<file path="src/design/ptt_pkg.sv">
`timescale 1ns / 1ps
// ----------------------------------------------------------------------------
// ptt_pkg
// shared constants and types for the page table translate block
// ----------------------------------------------------------------------------
package ptt_pkg;

  localparam int ENTRIES   = 8;
  localparam int ADDR_BITS = 31;

  // field widths fixed by the item format
  localparam int PageW     = 16;
  localparam int PsizeW    = 17;
  localparam int SlotW     = 3;
  localparam int LaddrW    = 31;
  localparam int PaddrW    = 32;

  // table index and divider widths
  localparam int IdxW      = (ENTRIES > 1) ? $clog2(ENTRIES) : 1;
  localparam int QuoW      = (ADDR_BITS > PageW) ? ADDR_BITS : PageW + 1;
  localparam int CntW      = $clog2(QuoW + 1);

  // item kinds on the input user bit
  localparam logic KIND_LOAD = 1'b0;
  localparam logic KIND_XLAT = 1'b1;

  // register index, taken from byte address bit 2
  localparam logic REG_PAGE_SIZE = 1'b0;

  typedef struct packed {
    logic [PageW-1:0] lpn;
    logic             vld;
    logic [PageW-1:0] ppn;
  } ptt_entry_t;

  typedef struct packed {
    logic       hit;
    ptt_entry_t entry;
  } ptt_match_t;

  typedef struct packed {
    logic              done;
    logic [QuoW-1:0]   quo;
    logic [PsizeW-1:0] rem;
  } ptt_div_res_t;

endpackage

</file>
<file path="src/design/page_table_translate.sv">
`timescale 1ns / 1ps
// ----------------------------------------------------------------------------
// page_table_translate
// page table mmu with a configurable, non power of two page size
// ----------------------------------------------------------------------------
// sequence: a load item is written into its slot on acceptance and the block
//   stays ready; a translate item runs the bit-serial divider, the table match
//   and the result phase, then loads the output register, which may wait on
//   out_tready; with a zero page size the divider is skipped and the item faults
// one item at a time: no new item is taken until the result has been loaded
// reset: synchronous active low; page_size returns to 4096, all slots clear
// ----------------------------------------------------------------------------
module page_table_translate (
  input  logic        clk,
  input  logic        rst_n,
  // input channel
  input  logic        in_tvalid,
  output logic        in_tready,
  // entry_index[2:0], entry_logical_page[18:3], entry_valid[19],
  // entry_physical_page[35:20], logical_address[66:36], zero[71:67]
  input  logic [71:0] in_tdata,
  // kind[0]
  input  logic        in_tuser,
  // result channel
  output logic        out_tvalid,
  input  logic        out_tready,
  // physical_address[31:0]
  output logic [31:0] out_tdata,
  // page_fault[0]
  output logic        out_tuser,
  // configuration port
  input  logic        cfg_psel,
  input  logic        cfg_penable,
  input  logic        cfg_pwrite,
  input  logic [2:0]  cfg_paddr,
  input  logic [31:0] cfg_pwdata,
  output logic [31:0] cfg_prdata,
  output logic        cfg_pready
);
  import ptt_pkg::*;

  // sequencer codes
  localparam logic [1:0] ST_IDLE   = 2'd0;
  localparam logic [1:0] ST_DIV    = 2'd1;
  localparam logic [1:0] ST_MATCH  = 2'd2;
  localparam logic [1:0] ST_RESULT = 2'd3;

  localparam logic [PsizeW-1:0] PsizeReset = PsizeW'(4096);

  logic [1:0]        state_r, state_nxt;
  logic [PsizeW-1:0] psize_r;
  logic              cfg_wr;

  logic              in_acc;
  logic [SlotW-1:0]  in_slot;
  ptt_entry_t        in_entry;
  logic [LaddrW-1:0] in_laddr;

  ptt_div_res_t      div_res;
  logic              div_start;
  logic [QuoW-1:0]   dividend;

  logic              page_ok;
  ptt_match_t        match;
  logic              fault_r, fault_nxt;
  logic [PageW-1:0]  ppn_r;

  logic              out_free;
  logic              out_load;
  logic              out_tvalid_r;
  logic [PaddrW-1:0] out_addr_r;
  logic              out_fault_r;
  logic [PsizeW+PageW-1:0] product;
  logic [PsizeW+PageW-1:0] phys;

  // ---------------------------------------------------------------------------
  // configuration: single register at byte address 0
  // ---------------------------------------------------------------------------
  assign cfg_pready = 1'b1;
  assign cfg_wr     = cfg_psel && cfg_penable && cfg_pwrite && cfg_pready
                      && (cfg_paddr[2] == REG_PAGE_SIZE);
  assign cfg_prdata = (cfg_paddr[2] == REG_PAGE_SIZE) ? 32'(psize_r) : '0;

  always_ff @(posedge clk) begin
    if (!rst_n) begin
      psize_r <= PsizeReset;
    end else if (cfg_wr) begin
      psize_r <= cfg_pwdata[PsizeW-1:0];
    end
  end

  // ---------------------------------------------------------------------------
  // input unpacking
  // ---------------------------------------------------------------------------
  assign in_tready    = (state_r == ST_IDLE);
  assign in_acc       = in_tvalid && in_tready;
  assign in_slot      = in_tdata[2:0];
  assign in_entry.lpn = in_tdata[18:3];
  assign in_entry.vld = in_tdata[19];
  assign in_entry.ppn = in_tdata[35:20];
  assign in_laddr     = in_tdata[66:36];

  // only the low ADDR_BITS bits of the address take part
  assign dividend = QuoW'(ADDR_BITS'(in_laddr));

  // a zero page size skips the divider and faults straight away
  assign div_start = in_acc && (in_tuser == KIND_XLAT) && (psize_r != '0);

  ptt_div u_div (
    .clk      (clk),
    .rst_n    (rst_n),
    .start    (div_start),
    .dividend (dividend),
    .divisor  (psize_r),
    .res      (div_res)
  );

  // a page number above the stored width can never match
  assign page_ok = (div_res.quo[QuoW-1:PageW] == '0);

  ptt_table u_table (
    .clk      (clk),
    .rst_n    (rst_n),
    .we       (in_acc && (in_tuser == KIND_LOAD)),
    .slot     (in_slot),
    .wr_entry (in_entry),
    .page_ok  (page_ok),
    .page     (div_res.quo[PageW-1:0]),
    .match    (match)
  );

  // ---------------------------------------------------------------------------
  // sequencer
  // ---------------------------------------------------------------------------
  assign out_free = !out_tvalid_r || out_tready;
  assign out_load = (state_r == ST_RESULT) && out_free;

  always_comb begin
    state_nxt = state_r;
    fault_nxt = fault_r;
    case (state_r)
      ST_IDLE: begin
        if (in_acc && (in_tuser == KIND_XLAT)) begin
          if (psize_r == '0) begin
            fault_nxt = 1'b1;
            state_nxt = ST_RESULT;
          end else begin
            state_nxt = ST_DIV;
          end
        end
      end
      ST_DIV: begin
        if (div_res.done) begin
          state_nxt = ST_MATCH;
        end
      end
      ST_MATCH: begin
        // shadowed mapping: first match decides, even when invalid
        fault_nxt = !(match.hit && match.entry.vld);
        state_nxt = ST_RESULT;
      end
      ST_RESULT: begin
        if (out_free) begin
          state_nxt = ST_IDLE;
        end
      end
      default: begin
        state_nxt = ST_IDLE;
      end
    endcase
  end

  always_ff @(posedge clk) begin
    if (!rst_n) begin
      state_r <= ST_IDLE;
      fault_r <= 1'b0;
    end else begin
      state_r <= state_nxt;
      fault_r <= fault_nxt;
    end
  end

  always_ff @(posedge clk) begin
    if (state_r == ST_MATCH) begin
      ppn_r <= match.entry.ppn;
    end
  end

  // ---------------------------------------------------------------------------
  // physical address: one multiply and add, then the output register
  // ---------------------------------------------------------------------------
  assign product = (PsizeW+PageW)'(ppn_r) * (PsizeW+PageW)'(psize_r);
  assign phys    = product + (PsizeW+PageW)'(div_res.rem);

  always_ff @(posedge clk) begin
    if (!rst_n) begin
      out_tvalid_r <= 1'b0;
    end else if (out_load) begin
      out_tvalid_r <= 1'b1;
    end else if (out_tready) begin
      out_tvalid_r <= 1'b0;
    end
  end

  always_ff @(posedge clk) begin
    if (out_load) begin
      out_fault_r <= fault_r;
      out_addr_r  <= fault_r ? '0 : phys[PaddrW-1:0];
    end
  end

  assign out_tvalid = out_tvalid_r;
  assign out_tdata  = out_addr_r;
  assign out_tuser  = out_fault_r;

  // ---------------------------------------------------------------------------
  // assertions
  // ---------------------------------------------------------------------------
  a_fault_zero: assert property (@(posedge clk) disable iff (!rst_n)
    out_tvalid && out_tuser |-> out_tdata == '0)
    else $error("faulted item carries a nonzero address");

  a_div_done_state: assert property (@(posedge clk) disable iff (!rst_n)
    div_res.done |-> state_r == ST_DIV)
    else $error("divider finished outside the divide phase");

  a_result_source: assert property (@(posedge clk) disable iff (!rst_n)
    $rose(out_tvalid) |-> $past(state_r) == ST_RESULT)
    else $error("result item raised without the result phase");

endmodule

</file>
<file path="src/design/ptt_div.sv">
`timescale 1ns / 1ps
// ----------------------------------------------------------------------------
// ptt_div
// restoring divider, one quotient bit per cycle
// ----------------------------------------------------------------------------
module ptt_div (
  input  logic                      clk,
  input  logic                      rst_n,
  input  logic                      start,
  input  logic [ptt_pkg::QuoW-1:0]  dividend,
  input  logic [ptt_pkg::PsizeW-1:0] divisor,
  output ptt_pkg::ptt_div_res_t     res
);
  import ptt_pkg::*;

  logic [QuoW-1:0]   quo_r, quo_nxt;
  logic [PsizeW-1:0] rem_r, rem_nxt;
  logic [PsizeW-1:0] dvs_r;
  logic [CntW-1:0]   cnt_r, cnt_nxt;
  logic              busy_r, busy_nxt;
  logic              done_r, done_nxt;
  logic [PsizeW:0]   shifted;
  logic [PsizeW:0]   diff;
  logic              fits;

  assign shifted = {rem_r, quo_r[QuoW-1]};
  assign diff    = shifted - {1'b0, dvs_r};
  assign fits    = shifted >= {1'b0, dvs_r};

  always_comb begin
    quo_nxt  = quo_r;
    rem_nxt  = rem_r;
    cnt_nxt  = cnt_r;
    busy_nxt = busy_r;
    done_nxt = 1'b0;
    if (start) begin
      quo_nxt  = dividend;
      rem_nxt  = '0;
      cnt_nxt  = CntW'(QuoW);
      busy_nxt = 1'b1;
    end else if (busy_r) begin
      quo_nxt = {quo_r[QuoW-2:0], fits};
      rem_nxt = fits ? diff[PsizeW-1:0] : shifted[PsizeW-1:0];
      cnt_nxt = cnt_r - CntW'(1);
      if (cnt_r == CntW'(1)) begin
        busy_nxt = 1'b0;
        done_nxt = 1'b1;
      end
    end
  end

  always_ff @(posedge clk) begin
    if (!rst_n) begin
      busy_r <= 1'b0;
      done_r <= 1'b0;
      cnt_r  <= '0;
    end else begin
      busy_r <= busy_nxt;
      done_r <= done_nxt;
      cnt_r  <= cnt_nxt;
    end
  end

  always_ff @(posedge clk) begin
    quo_r <= quo_nxt;
    rem_r <= rem_nxt;
    if (start) begin
      dvs_r <= divisor;
    end
  end

  assign res.done = done_r;
  assign res.quo  = quo_r;
  assign res.rem  = rem_r;

endmodule

</file>
<file path="src/design/ptt_table.sv">
`timescale 1ns / 1ps
// ----------------------------------------------------------------------------
// ptt_table
// page table slots with first-match lookup
// ----------------------------------------------------------------------------
module ptt_table (
  input  logic                      clk,
  input  logic                      rst_n,
  input  logic                      we,
  input  logic [ptt_pkg::SlotW-1:0] slot,
  input  ptt_pkg::ptt_entry_t       wr_entry,
  input  logic                      page_ok,
  input  logic [ptt_pkg::PageW-1:0] page,
  output ptt_pkg::ptt_match_t       match
);
  import ptt_pkg::*;

  ptt_entry_t       ent_r [ENTRIES];
  logic [IdxW-1:0]  widx;
  logic             in_range;

  assign widx     = IdxW'(slot);
  assign in_range = 32'(slot) < ENTRIES;

  always_ff @(posedge clk) begin
    if (!rst_n) begin
      for (int i = 0; i < ENTRIES; i++) begin
        ent_r[i] <= '0;
      end
    end else if (we && in_range) begin
      ent_r[widx] <= wr_entry;
    end
  end

  // lowest matching slot wins
  always_comb begin
    match = '0;
    for (int i = ENTRIES - 1; i >= 0; i--) begin
      if (page_ok && ent_r[i].lpn == page) begin
        match.hit   = 1'b1;
        match.entry = ent_r[i];
      end
    end
  end

endmodule

</file>
<file path="config.mk">
export PLATFORM = sky130hd
export DESIGN_NAME = page_table_translate
export DESIGN_NICKNAME = d
export VERILOG_FILES = /design/src/design/ptt_pkg.sv /design/src/design/page_table_translate.sv /design/src/design/ptt_div.sv /design/src/design/ptt_table.sv
export SDC_FILE = /design/constraint.sdc
export NUM_CORES = 1
export LEC_CHECK = 0
export BUFFER_PORTS_ARGS = -buffer_cell sky130_fd_sc_hd__buf_2
export CORE_MARGIN = 3
export CORE_UTILIZATION = 30
export DETAILED_ROUTE_END_ITERATION = 16
export HOLD_SLACK_MARGIN = 0.05
export SKIP_CTS_REPAIR_TIMING = 1
export SYNTH_ARGS = -nofsm -noshare
export SYNTH_HDL_FRONTEND = slang
export SYNTH_SLANG_ARGS = --single-unit
</file>
<file path="constraint.sdc">
create_clock -name clk -period 6.45 [get_ports clk]
set_input_delay 0.3225 -clock clk [delete_from_list [all_inputs] [get_ports clk]]
set_output_delay 0.3225 -clock clk [all_outputs]
set_load 0.02 [all_outputs]
</file>
### Word level (Yosys, flattened, before mapping)

Memories as Yosys holds them, arrays and structs flattened.
Index checks and enable logic that the tools add are counted.

| word-level totals | value |
|---|---|
| bits in writable memories | 264 |
| register bits | 142 |
| memories | 1 |

Memory list:

| name | words | bits a word | read ports | clocked after Yosys merged registers in | write ports | RTL line | source |
|---|---|---|---|---|---|---|---|
| u_table.ent_r | 8 | 33 | 8 | 0 | 8 | ptt_table.sv:18 | `ptt_entry_t ent_r [ENTRIES];` |

| operators by class | value |
|---|---|
| multipliers | 1 |
| order comparisons | 1 |
| bitwise operators | 4 |
| add/sub/neg operators | 3 |
| reduce and logical (&&, ||, !) cells | 31 |
| eq/ne operators | 16 |
| multiplexer cells | 35 |

Operators with widths:

| kind | number |
|---|---|
| 2-to-1 mux 34 bit | 8 |
| == test 16 bit | 8 |
| 2-to-1 mux 31 bit | 2 |
| 2-to-1 mux 17 bit | 2 |
| 2-to-1 mux 33 bit | 1 |
| OR reduction 33 bit | 1 |
| adder 32 x 17 -> 32 bit | 1 |
| multiplier 16 x 17 -> 32 bit | 1 |
| greater-or-equal comparator 18 x 17 -> 1 bit | 1 |
| logical AND 1 bit | 17 |
| zero test 17 bit | 1 |
| nonzero test 17 bit | 1 |
| subtractor 17 bit | 1 |
| zero test 15 bit | 1 |
| 2-to-1 mux 1 bit | 13 |
| 2-to-1 mux 5 bit | 2 |
| 2-to-1 mux 2 bit | 4 |
| one-hot mux 2 bit (4 select lines) | 1 |
| != test 2 x 1 -> 1 bit (second input constant) | 3 |
| AND reduction 3 bit | 2 |
| nonzero test 2 bit | 3 |
| == test 5 x 1 -> 1 bit (second input constant) | 1 |
| subtractor 5 x 1 -> 5 bit (second input constant) | 1 |
| == test 2 bit (second input constant) | 2 |
| other kinds (9) | 13 |

### Logic depth before layout (Yosys ltp)

Gate-level depths: netlist of the first run.
An unclocked memory read counts as a cell.

| depth | value |
|---|---|
| depth in word-level cells | 14 |
| mapped depth | 24 |
| gate-level depth less buffers | 22 |

### By module

A second synthesis of the first run with hierarchy kept.

| second synthesis, totals | value |
|---|---|
| cells, all modules | 2851 |
| area, all modules | 29957.5 µm² |

Modules (own cells, without submodules):

| module | area an instance (µm²) | times used | cells each | sequential area each (µm²) |
|---|---|---|---|---|
| ptt_table | 13724.4 | 1 | 1131 | 7927.6 |
| page_table_translate | 12448.2 | 1 | 1384 | 1891.8 |
| ptt_div | 3784.9 | 1 | 336 | 1921.8 |

### Worst setup path after synthesis of the first run

Ideal clock, no wire load.

| timing path | value |
|---|---|
| kind | reg-to-reg |
| start point | reg psize_r[12] |
| end point | reg out_addr_r[30] (netlist: out_tdata[30]), data pin |
| library setup time | 270 ps |
| arrival time | 5886 ps |
| path slack | 294 ps |
| clock period less this slack | 6156 ps |
| cell stages (with the launch flop) | 23 |
| required time | 6180 ps |
| path through | dfxtp_1 clkbuf_1 clkbuf_1 nand2_1 fa_1 inv_1 fa_1 fa_1 fa_1 fa_1 inv_1 fa_1 inv_1 ha_1 clkbuf_1 a21oi_1 o21ai_0 or4_1 a311oi_1 a211oi_1 o31ai_1 a21o_1 a21oi_1 |

| on the way | value |
|---|---|
| word-level cells in the longest chain between the ends | 2 |

RTL lines:

| item | RTL line | source |
|---|---|---|
| from (decl) | page_table_translate.sv:51 | `logic [PsizeW-1:0] psize_r;` |
| from (signal assigned) | page_table_translate.sv:86 | `psize_r <= PsizeReset;` |
| from (signal assigned) | page_table_translate.sv:88 | `psize_r <= cfg_pwdata[PsizeW-1:0];` |
| multiplier 16 x 17 -> 32 bit | page_table_translate.sv:192 | `assign product = (PsizeW+PageW)'(ppn_r) * (PsizeW+PageW)'(psize_r);` |
| adder 32 x 17 -> 32 bit | page_table_translate.sv:193 | `assign phys = product + (PsizeW+PageW)'(div_res.rem);` |
| to (signal assigned) | page_table_translate.sv:208 | `out_addr_r <= fault_r ? '0 : phys[PaddrW-1:0];` |
| to (decl) | page_table_translate.sv:71 | `logic [PaddrW-1:0] out_addr_r;` |

No other way between the ends.
A chain may end at the register's enable or synchronous reset.

### Worst setup path after layout of the first run

| timing path | value |
|---|---|
| start point | reg psize_r[9] |
| end point | reg out_addr_r[29] (netlist: out_tdata[29]), data pin |

The elaborated chain is that of the path after synthesis.

==> results of run 1 <==
[cell usage after synthesis (25+ instances only)]
cell | instances | area [sq um]
a21oi_1 | 35 | 175
a22oi_1 | 32 | 240
and2_1 | 388 | 2430
buf_4 | 25 | 188
clkbuf_1 | 113 | 424
dfxtp_1 | 45 | 901
edfxtp_1 | 361 | 10800
fa_1 | 225 | 4500
ha_1 | 126 | 1580
inv_1 | 325 | 1220
mux2_2 | 29 | 327
nand2_1 | 238 | 893
nand4_1 | 25 | 156
nor2_1 | 93 | 349
nor2b_1 | 32 | 200
nor4_1 | 30 | 188
o21a_1 | 25 | 188
o21ai_0 | 58 | 290
xnor2_1 | 72 | 631
xor2_1 | 96 | 841
[final timing paths]
path	cells after the start	end
worst min-delay path	2	u_div.quo_r[18]$_DFFE_PP_
worst max register to register	22	out_tdata[29]$_SDFFCE_PP0P_
worst max-delay path	22	out_tdata[29]$_SDFFCE_PP0P_
worst min register to register	2	u_div.rem_r[15]$_SDFFE_PP0P_
[placed cells by master, fill, tap and decap left out, types with 7 or more instances in the layout]
cell	count
a211oi_1	11
a21boi_0	22
a21o_1	14
a21oi_1	35
a22oi_1	32
a31oi_1	16
and2_1	388
and3_1	8
buf_2	144
buf_4	122
clkbuf_16	49
clkinv_1	7
conb_1	16
dfxtp_1	36
dfxtp_2	9
dlygate4sd3_1	41
edfxtp_1	361
fa_1	225
ha_1	126
inv_1	325
mux2_2	29
nand2_1	238
nand2b_1	11
nand3_1	23
nand4_1	25
nor2_1	91
nor2b_1	31
nor3_1	20
nor3_2	15
nor4_1	29
o21a_1	25
o21ai_0	55
o21ai_1	11
o22ai_1	18
or3_1	7
xnor2_1	72
xor2_1	96
[flip-flops by register name (all words and copies together), names as in the netlist]
signal / count
u_div.rem_r: 17
u_div.quo_r: 31
out_tdata: 32
u_div.dvs_r: 17
fault_r: 1
u_div.cnt_r: 5
u_table.ent_r: 264
u_div.busy_r: 1
state_r: 2
out_tuser: 1
psize_r: 17
u_div.done_r: 1
out_tvalid: 1
ppn_r: 16
[worst max-delay path: cells and delay by family, from the launching register on]
| family | cells | cell delay, ps |
|---|---|---|
| flip-flops | 1 | 500 |
| AO/OA/AOI/OAI | 3 | 450 |
| buffers and inverters | 7 | 850 |
| AND/OR/NAND/NOR | 5 | 1000 |
| adder cells (fa/ha/maj) | 7 | 3210 |
[cells by family (layout without fill, tap and decap cells)]
| kind of cell | Yosys count | count (layout) |
|---|---|---|
| AND/OR/NAND/NOR | 912 | 912 |
| buffers and inverters | 481 | 726 |
| flip-flops | 406 | 406 |
| adder cells (fa/ha/maj) | 351 | 351 |
| AO/OA/AOI/OAI | 276 | 276 |
| XOR/XNOR | 168 | 168 |
| multiplexers | 32 | 32 |
| other | 2 | 19 |
[metal layers]
| layer | share of wire, % | vias to the layer above | routed length (microns) |
|---|---|---|---|
| met5 | 0.018 | - | 13 |
| met4 | 2.6 | 2 | 1900 |
| met3 | 5.4 | 80 | 3980 |
| met2 | 46 | 473 | 34000 |
| met1 | 46 | 9654 | 34300 |
| li1 | - | 9055 | - |
[where the power goes]
group / total (mW) / internal, mW / switching [mW]
registers: 3.49 / 3.21 / 0.287
clock network: 2.88 / 1.70 / 1.17
logic: 2.89 / 1.16 / 1.73
[final cells by class]
class                   instances  area (sq um)  area share [%]
clock buffers                  59          1310            3.97
diodes                          3          7.51          0.0227
multi-input cells            1755         14800            44.7
inverters                     326          1220            3.70
clock inverters                31           370            1.12
well taps                    1254          1570            4.74
repair buffers                310          2090            6.30
flip-flops and latches        406         11800            35.5
[metrics by stage]
stage	hold WS [ps]	util (%)
6_report	66.0	35.4
5_1_grt	53.3	35.4
4_1_cts	-58.6	34.9
3_5_place_dp	528	33.1
3_3_place_gp	527	33.1
2_1_floorplan	406	-
==> out/results.tsv, run 1 <==
stage	metric	value	unit
run_status	outcome	finished clean	
power	p_leak	13.9	nW
critical_path	crit_start	psize_r[9]$_SDFFE_PN0P_	
placed_design	place_congestion	0.829	
critical_path	critPathArrivalTime	6590	ps
placed_design	numPlacedInstances	3998	
drt	drt_pass1_iterations	5	
drt	drt_iter0_drc	1478	
grt	use_met3	2.19	%
critical_path	worstSetupPathType	reg -> reg	
yosys	synth_adder_area_share	21.5	%
sta	tns	0	ps
sta	hold_viol	0	
cells_and_area	syn2layout_area_growth	16.9	%
power	vdd_drop_max	0.217	mV
floorplan	dieArea	98100	sq um
grt	grt_use_met2	24.1	%
sta	worst_pin_slew	1230	ps
placed_design	dpl_cell_area	30900	sq um
cts	cts_tree	yes	
yosys	synthCells	2628	
grt	grt_pass1_vias	19300	
critical_path	critPathMostFrequentCell	fa_1	
grt	grt.overflow.total	0	
sta	skew	41.9	ps
grt	grt_pass1_wl	114000	microns
grt	grt_util_all_layers	15.0	%
grt	use_met1	21.1	%
yosys	synthArstFlopShare	0	%
cells_and_area	stdcell_count	4144	
cts	clk_latency	610	ps
yosys	syn_area	28300	sq um
drt	wl_per_cell	17.9	microns
power	power.total	9.26	mW
grt	grt_max_degree	37	
floorplan	num_io_pins	183	
yosys	synth_edf_count	361	
sta	drv_slew	0	
critical_path	critPathRequiredTime	6900	ps
floorplan	die_y	313	microns
cells_and_area	final_area	33100	sq um
yosys	synth-seq-area-share	41.5	%
floorplan	rows	112	
cts	clk_pin_slew	60	ps
placed_design	pre_cts_ws	126	ps
yosys	synth_seq_cells	406	
critical_path	rr_startpoint	psize_r[9]$_SDFFE_PN0P_	
drt	vias	19300	
critical_path	crit_fanout	14	
floorplan	die_w	313	microns
critical_path	cp_cell_sequence	buf_6 > nand2_1 > fa_1 > inv_1 > fa_1 > fa_1 > fa_1 > fa_1 > inv_1 > fa_1 > inv_1 > ha_1 > buf_4 > and4_1 > and3_1 > nand4_1 > o21ai_0 > buf_4 > a311oi_2 > buf_4 > or3_1 > a21oi_1	
floorplan	core_region_area	93500	sq um
sta	setup_viol	0	
sta	max_freq	163	MHz
yosys	muxShareOfSynthArea	1.27	%
floorplan	start_util	30.3	%
cts	cts.htree.levels	2	
cts	cts_buffers	48	
drt	totalWireLength	74200	microns
yosys	synthSimpleGateAreaFrac	17.4	%
sta	layout_setup_ws	314	ps
drt	routed_via_density	4.65	
yosys	synth-main-ff-cell	edfxtp_1	
cells_and_area	drive_above_1_share	14.5	%
sta	rsz0062_at_grt	no	
sta	maxSlewHeadroom	17.0	%
placed_design	dp_hpwl	53700	microns
grt	grt.busiest_layer	met2	
critical_path	regToRegSetupSlack	310	ps
worst_hold_path	hold_path_class	in -> reg	
flow_run	maxCapViolations	0	
cells_and_area	num-nets-final	3313	
cts	cts_max_path_buffers	3	
yosys	synth_top_family_by_area	adder cells	
critical_path	crit_slowest_cell	fa_1	
yosys	synthXorXnorAreaFrac	5.19	%
yosys	ys_warn_count	0	
yosys	synth-compound-area-share	6.41	%
drt	drc	0	
cells_and_area	num-fill-cells	9303	
drt	ant_nets	0	
critical_path	worst_setup_path_end_kind	flop	
grt	antenna_found_initial	9	
power	power_density	280	nW/um^2
placed_design	port_buffers	144	
yosys	avgSynthCellArea	10.8	sq um
cts	numClockSinks	406	
worst_hold_path	hold_start	in_tdata[54]	
sta	period_share	95.1	%
cts	clockRootBuffer	clkbuf_16	
yosys	ys_types	67	
critical_path	start_kind	flop	
sta	fin_crit	6140	ps
critical_path	cp_slowest_stage_delay	540	ps
Power figures use the tool's default switching activity.
==> run 2, diff against run 1 <==
--- a/config.mk
+++ b/config.mk
@@ -10,7 +10,9 @@
 export CORE_UTILIZATION = 30
 export DETAILED_ROUTE_END_ITERATION = 16
 export HOLD_SLACK_MARGIN = 0.05
+export RECOVER_POWER = 25
 export SKIP_CTS_REPAIR_TIMING = 1
 export SYNTH_ARGS = -nofsm -noshare
 export SYNTH_HDL_FRONTEND = slang
 export SYNTH_SLANG_ARGS = --single-unit
+export TNS_END_PERCENT = 10
==> run 2 against run 1 <==
- the flow now finishes with violations (capacitance limit, slew limit)
- sequential power about the same
- worst setup slack lost 8.6 ps
- critical path type unchanged
- global-route usage stayed put
- first-iteration DRC count down 0.47%
- routed wire length is 0.23% higher
- final cell count unchanged
- die area is the same
- register-to-register slack barely moved
- clock skew decreased by 4.5 ps
- clock power about the same
- maximum frequency shrank 0.14%
- critical path depth down 3
==> out/results.tsv, run 2 (synthesized netlist as in run 1, its figures left out) <==
stage	metric	value	unit	change
power	p_leak	13.7	nW	-1.5%
drt	drt_iter0_drc	1471		-0.47%
worst_hold_path	hold_path_class	in -> reg		
critical_path	critPathMostFrequentCell	fa_1		
sta	worst_pin_slew	2410	ps	+1170 ps
placed_design	place_congestion	0.829		unchanged
drt	ant_nets	0		unchanged
critical_path	crit_slowest_cell	dfxtp_1		
critical_path	cp_cell_sequence	buf_4 > and2_1 > fa_1 > fa_1 > fa_1 > fa_1 > fa_1 > inv_1 > fa_1 > inv_1 > ha_1 > a21oi_1 > o21ai_0 > or4_1 > a311oi_2 > a211oi_1 > o31ai_1 > a21o_1 > a21oi_1		
sta	setup_viol	0		unchanged
critical_path	crit_fanout	13		-1
cts	cts_tree	yes		
sta	drv_slew	34		+34
drt	routed_via_density	4.65		about the same
cts	cts_buffers	48		unchanged
cts	numClockSinks	406		unchanged
drt	wl_per_cell	17.9	microns	+0.23%
grt	grt_pass1_wl	114000	microns	unchanged
grt	grt_max_degree	37		unchanged
cells_and_area	final_common_cell	edfxtp_1		
cts	cts_max_path_buffers	3		unchanged
floorplan	dieArea	98100	sq um	unchanged
placed_design	dp_hpwl	53700	microns	unchanged
cts	clk_latency	610	ps	about the same
cells_and_area	drive_above_1_share	12.6	%	-1.9 points
drt	vias	19300		+0.093%
floorplan	start_util	30.3	%	unchanged
sta	fin_crit	6140	ps	+8.65 ps
power	vdd_drop_max	0.215	mV	-0.74%
critical_path	worstSetupPathType	reg -> reg		
cells_and_area	num-nets-final	3312		-0.030%
sta	hold_viol	0		unchanged
sta	skew	37.4	ps	-4.46 ps
sta	max_freq	163	MHz	-0.14%
cts	clk_pin_slew	60	ps	about the same
run_status	outcome	finished with violations		
sta	hold_ws	65.1	ps	-0.936 ps
placed_design	port_buffers	144		unchanged
cts	cts.htree.levels	2		unchanged
run_status	violations	capacitance limit, slew limit		
critical_path	crit_family	adder cells		
critical_path	start_kind	flop		
grt	antenna_found_initial	9		unchanged
sta	maxSlewHeadroom	-60.4	%	-77 points
floorplan	die_w	313	microns	unchanged
critical_path	worst_setup_path_end_kind	flop		
critical_path	path_buf_inv	3		-4
cells_and_area	largest_register_ffs	264		unchanged
grt	grt_pass1_vias	19300		unchanged
power	power_density	281	nW/um^2	+0.35%
floorplan	die_y	313	microns	unchanged
critical_path	cp_slowest_stage_delay	700	ps	+160 ps
drt	totalWireLength	74400	microns	+0.23%
placed_design	numPlacedInstances	3998		unchanged
cells_and_area	regMostFlops	u_table.ent_r		
floorplan	num_io_pins	183		unchanged
floorplan	rows	112		unchanged
critical_path	critPathArrivalTime	6490	ps	-100 ps
drt	drt_pass1_iterations	5		unchanged
cells_and_area	stdcell_count	4144		unchanged
grt	grt_util_all_layers	15.0	%	unchanged
floorplan	core_region_area	93500	sq um	unchanged
drt	drc	0		unchanged
critical_path	critPathRequiredTime	6790	ps	-110 ps
cts	clockRootBuffer	clkbuf_16		
sta	period_share	95.3	%	+0.13 points
sta	tns	0	ps	unchanged
cells_and_area	final_cell_mix	edfxtp_1, and2_1, inv_1		
grt	grt.overflow.total	0		unchanged
cells_and_area	syn2layout_area_growth	16.5	%	
flow_run	maxCapViolations	1		+1
==> run 2: final timing paths <==
check | start | to | slack [ps] | depth (start not counted)
min reg2reg | u_div.rem_r[15]$_SDFFE_PP0P_ | u_div.rem_r[15]$_SDFFE_PP0P_ | 530 | 2
max | psize_r[2]$_SDFFE_PN0P_ | out_tdata[30]$_SDFFCE_PP0P_ | 310 | 19
max reg2reg | psize_r[2]$_SDFFE_PN0P_ | out_tdata[30]$_SDFFCE_PP0P_ | 310 | 19
min | in_tdata[54] | u_div.quo_r[18]$_DFFE_PP_ | 70 | 2
==> run 2: per-stage QoR <==
step | setup slack [ps] | utilization (%) | cell area, sq um | power, mW
after global routing | -6.04 | 35.3 | 33000 | 9.87
after global placement | 144 | 33.1 | 30900 | 6.38
final | 305 | 35.3 | 33000 | 9.26
after CTS | 101 | 34.9 | 32600 | 9.32
after floorplan | 294 | - | 28400 | 5.48
after detailed placement | 126 | 33.1 | 30900 | 6.41
==> run 2: power by group <==
group | switching, mW | internal, mW
logic | 1.73 | 1.15
clock network | 1.17 | 1.70
registers | 0.291 | 3.21
total | 3.19 | 6.06
==> run 2: final cells by class <==
cell class | instances | area [sq um]
well taps | 1254 | 1570
repair buffers | 309 | 1980
flip-flops and latches | 406 | 11800
clock inverters | 31 | 370
clock buffers | 59 | 1310
inverters | 326 | 1220
fillers | 9347 | 60500
diodes | 4 | 10.0
multi-input cells | 1755 | 14800
==> run 2: layer usage <==
| metal | vias to the layer above | share of wire [%] | global-route usage, % |
|---|---|---|---|
| li1 | 9059 | - | - |
| met1 | 9699 | 46 | 21.1 |
| met2 | 444 | 46 | 24.1 |
| met3 | 78 | 5.5 | 2.19 |
| met4 | 2 | 2.6 | 4.19 |
| met5 | - | 0.017 | 0 |
==> run 2: worst register-to-register path, stage by stage (launching register included) <==
cell and delay [ps]:
dfxtp_1 700, buf_4 310, and2_1 160, fa_1 430, fa_1 400, fa_1 420, fa_1 480, fa_1 490
inv_1 50, fa_1 470, inv_1 40, ha_1 290, a21oi_1 150, o21ai_0 110, or4_1 460, a311oi_2 320
a211oi_1 140, o31ai_1 300, a21o_1 160, a21oi_1 50
==> run 3, diff against run 2 <==
--- a/config.mk
+++ b/config.mk
@@ -10,6 +10,7 @@
 export CORE_UTILIZATION = 30
 export DETAILED_ROUTE_END_ITERATION = 16
 export HOLD_SLACK_MARGIN = 0.05
+export PLACE_DENSITY = 0.45
 export RECOVER_POWER = 25
 export SKIP_CTS_REPAIR_TIMING = 1
 export SYNTH_ARGS = -nofsm -noshare
==> run 3 against run 2 <==
- the flow now finishes without violations
- sequential power about the same
- count of clock-buffer cells in the layout increased by 5
- combinational power increased by 3%
- clock skew decreased by 11 ps
- critical endpoint is now out_tdata[31]$_SDFFCE_PP0P_
- largest power group unchanged
==> out/results.tsv, run 3 (synthesized netlist as in run 1, its figures left out) <==
stage	metric	value	unit	change
run_status	outcome	finished clean		
cts	cts_max_path_buffers	3		unchanged
sta	maxSlewHeadroom	23.6	%	+84 points
cts	cts.htree.levels	2		unchanged
cts	cts_tree	yes		
critical_path	critPathRequiredTime	6780	ps	about the same
critical_path	start_kind	flop		
floorplan	rows	112		unchanged
power	swShare	35.3	%	+0.76 points
critical_path	critPathArrivalTime	6520	ps	+30 ps
floorplan	start_util	30.3	%	unchanged
sta	setup_viol	0		unchanged
power	p_int	5.97	mW	-1.6%
floorplan	core_region_area	93500	sq um	unchanged
power	vdd_drop_max	0.182	mV	-16%
critical_path	critPathMostFrequentCell	fa_1		
sta	period_share	96.0	%	+0.74 points
critical_path	crit_fanout	8		-5
cts	clk_pin_slew	50	ps	about the same
cells_and_area	final_cell_mix	and2_1, edfxtp_1, inv_1		
critical_path	cp_cell_sequence	buf_4 > and2_1 > fa_1 > inv_1 > fa_1 > fa_1 > inv_1 > fa_1 > fa_1 > inv_1 > fa_1 > inv_1 > ha_1 > nand2_1 > o21a_1 > o311ai_1 > buf_4 > a22o_1 > a311oi_4 > o31ai_2 > xnor2_1 > nor2_1		
sta	drv_slew	0		-100%
cells_and_area	fin_util	35.5	%	+0.21 points
power	power.total	9.22	mW	-0.43%
cells_and_area	stdcell_count	4159		+0.36%
drt	wl_per_cell	19.3	microns	+7.6%
drt	totalWireLength	80300	microns	+8.0%
cts	clk_latency	620	ps	about the same
power	switching_power	3.25	mW	+1.8%
sta	worst_pin_slew	1140	ps	-1260 ps
cts	numClockSinks	406		unchanged
sta	max_freq	161	MHz	-0.77%
cells_and_area	regMostFlops	u_table.ent_r		
drt	vias	19500		+0.94%
power	p_comb_share	32.3	%	+1.2 points
sta	hold_viol	0		unchanged
placed_design	place_congestion	0.801		-3.4%
sta	tns	0	ps	unchanged
critical_path	worstSetupPathType	reg -> reg		
placed_design	dp_hpwl	58500	microns	+8.9%
grt	grt.overflow.total	0		unchanged
drt	drt_iter0_drc	1362		-7.4%
drt	routed_via_density	4.68		+0.57%
placed_design	port_buffers	144		unchanged
cells_and_area	syn2layout_area_growth	17.2	%	
grt	grt_pass1_wl	124000	microns	+8.6%
sta	hold_ws	50.8	ps	-14.2 ps
cells_and_area	num-nets-final	3326		+0.42%
sta	rsz0062_at_grt	yes		
grt	grt_pass1_vias	20600		+6.9%
cells_and_area	final_common_cell	and2_1		
critical_path	worst_setup_path_end_kind	flop		
power	power_density	278	nW/um^2	-1.0%
floorplan	dieArea	98100	sq um	unchanged
placed_design	numPlacedInstances	4011		+0.33%
drt	drt_pass1_iterations	5		unchanged
cells_and_area	largest_register_ffs	264		unchanged
flow_run	maxCapViolations	0		-1
floorplan	die_w	313	microns	unchanged
grt	antenna_found_initial	7		-2
drt	drc	0		unchanged
floorplan	num_io_pins	183		unchanged
power	clkPwrFrac	29.7	%	-1.4 points
cts	cts_buffers	51		+6.3%
critical_path	cp_slowest_stage_delay	530	ps	-170 ps
cells_and_area	drive_above_1_share	14.8	%	+2.3 points
sta	fin_crit	6190	ps	+47.6 ps
power	p_leak	13.9	nW	+1.6%
worst_hold_path	hold_path_class	in -> reg		
grt	grt_util_all_layers	16.5	%	+1.5 points
cts	clockRootBuffer	clkbuf_16		
critical_path	crit_slowest_cell	fa_1		
drt	ant_nets	0		unchanged
floorplan	die_y	313	microns	unchanged
sta	skew	26.0	ps	-11.4 ps
power	power_frac_seq	38.0	%	+0.2 points
grt	grt_max_degree	51		+38%
## run 3: cell types whose count changed in the layout (fill, tap and decap cells not counted), sizes merged
| cell | delta |
|---|---|
| buf | +61 |
| bufinv | -4 |
| clkbuf | -46 |
| clkinv | +10 |
| clkinvlp | -5 |
| diode | +2 |
| dlygate4sd3 | +1 |
| inv | -4 |
## run 3: power by group through the flow
| stage | Combinational, mW | Sequential [mW] | Clock, mW |
|---|---|---|---|
| finish | 2.98 | 3.50 | 2.74 |
| global route | 3.38 | 3.54 | 2.92 |
| CTS | 2.94 | 3.52 | 2.83 |
| detailed placement | 2.93 | 3.57 | 0 |
| global placement | 2.88 | 3.57 | 0 |
| floorplan | 2.09 | 3.39 | 0 |
## run 3: path summary, 6_finish.rpt
check	endpoint	startpoint	depth (start not counted)	slack (ps)
max reg2reg	out_tdata[31]$_SDFFCE_PP0P_	ppn_r[4]$_DFFE_PP_	22	260
max	out_tdata[31]$_SDFFCE_PP0P_	ppn_r[4]$_DFFE_PP_	22	260
min reg2reg	state_r[0]$_SDFFE_PN0P_	state_r[0]$_SDFFE_PN0P_	2	540
min	psize_r[12]$_SDFFE_PN1P_	cfg_pwdata[12]	3	50
## run 3: critical path: cells and delay by family (launching register included)
kind            cells  cell delay [ps]
fa+ha+maj           7             3280
buf+inv             6              610
flops               1              450
simple gates        3              340
compound gates      5             1070
xor+xnor            1              150
## run 3: per-stage QoR
stage               worst slack, ps  cell area [sq um]
finish                          258              33200
global route                  -12.7              33200
CTS                            -166              32600
detailed placement             -107              31000
global placement              -95.3              31000
floorplan                       294              28400
## run 3: layer usage
layer,GRT usage (%),wire length (microns)
met5,0,0
met4,3.89,1570
met3,2.45,4160
met2,27.3,37700
met1,22.8,36900
## run 3: area by class of cell
cell class	instances	area, sq um
timing repair buffer	320	2210
antenna	6	15.0
inverter	326	1220
clock inverter	28	246
fill	9437	60300
multi-input combinational	1755	14800
sequential	406	11800
tap	1254	1570
clock buffer	64	1340
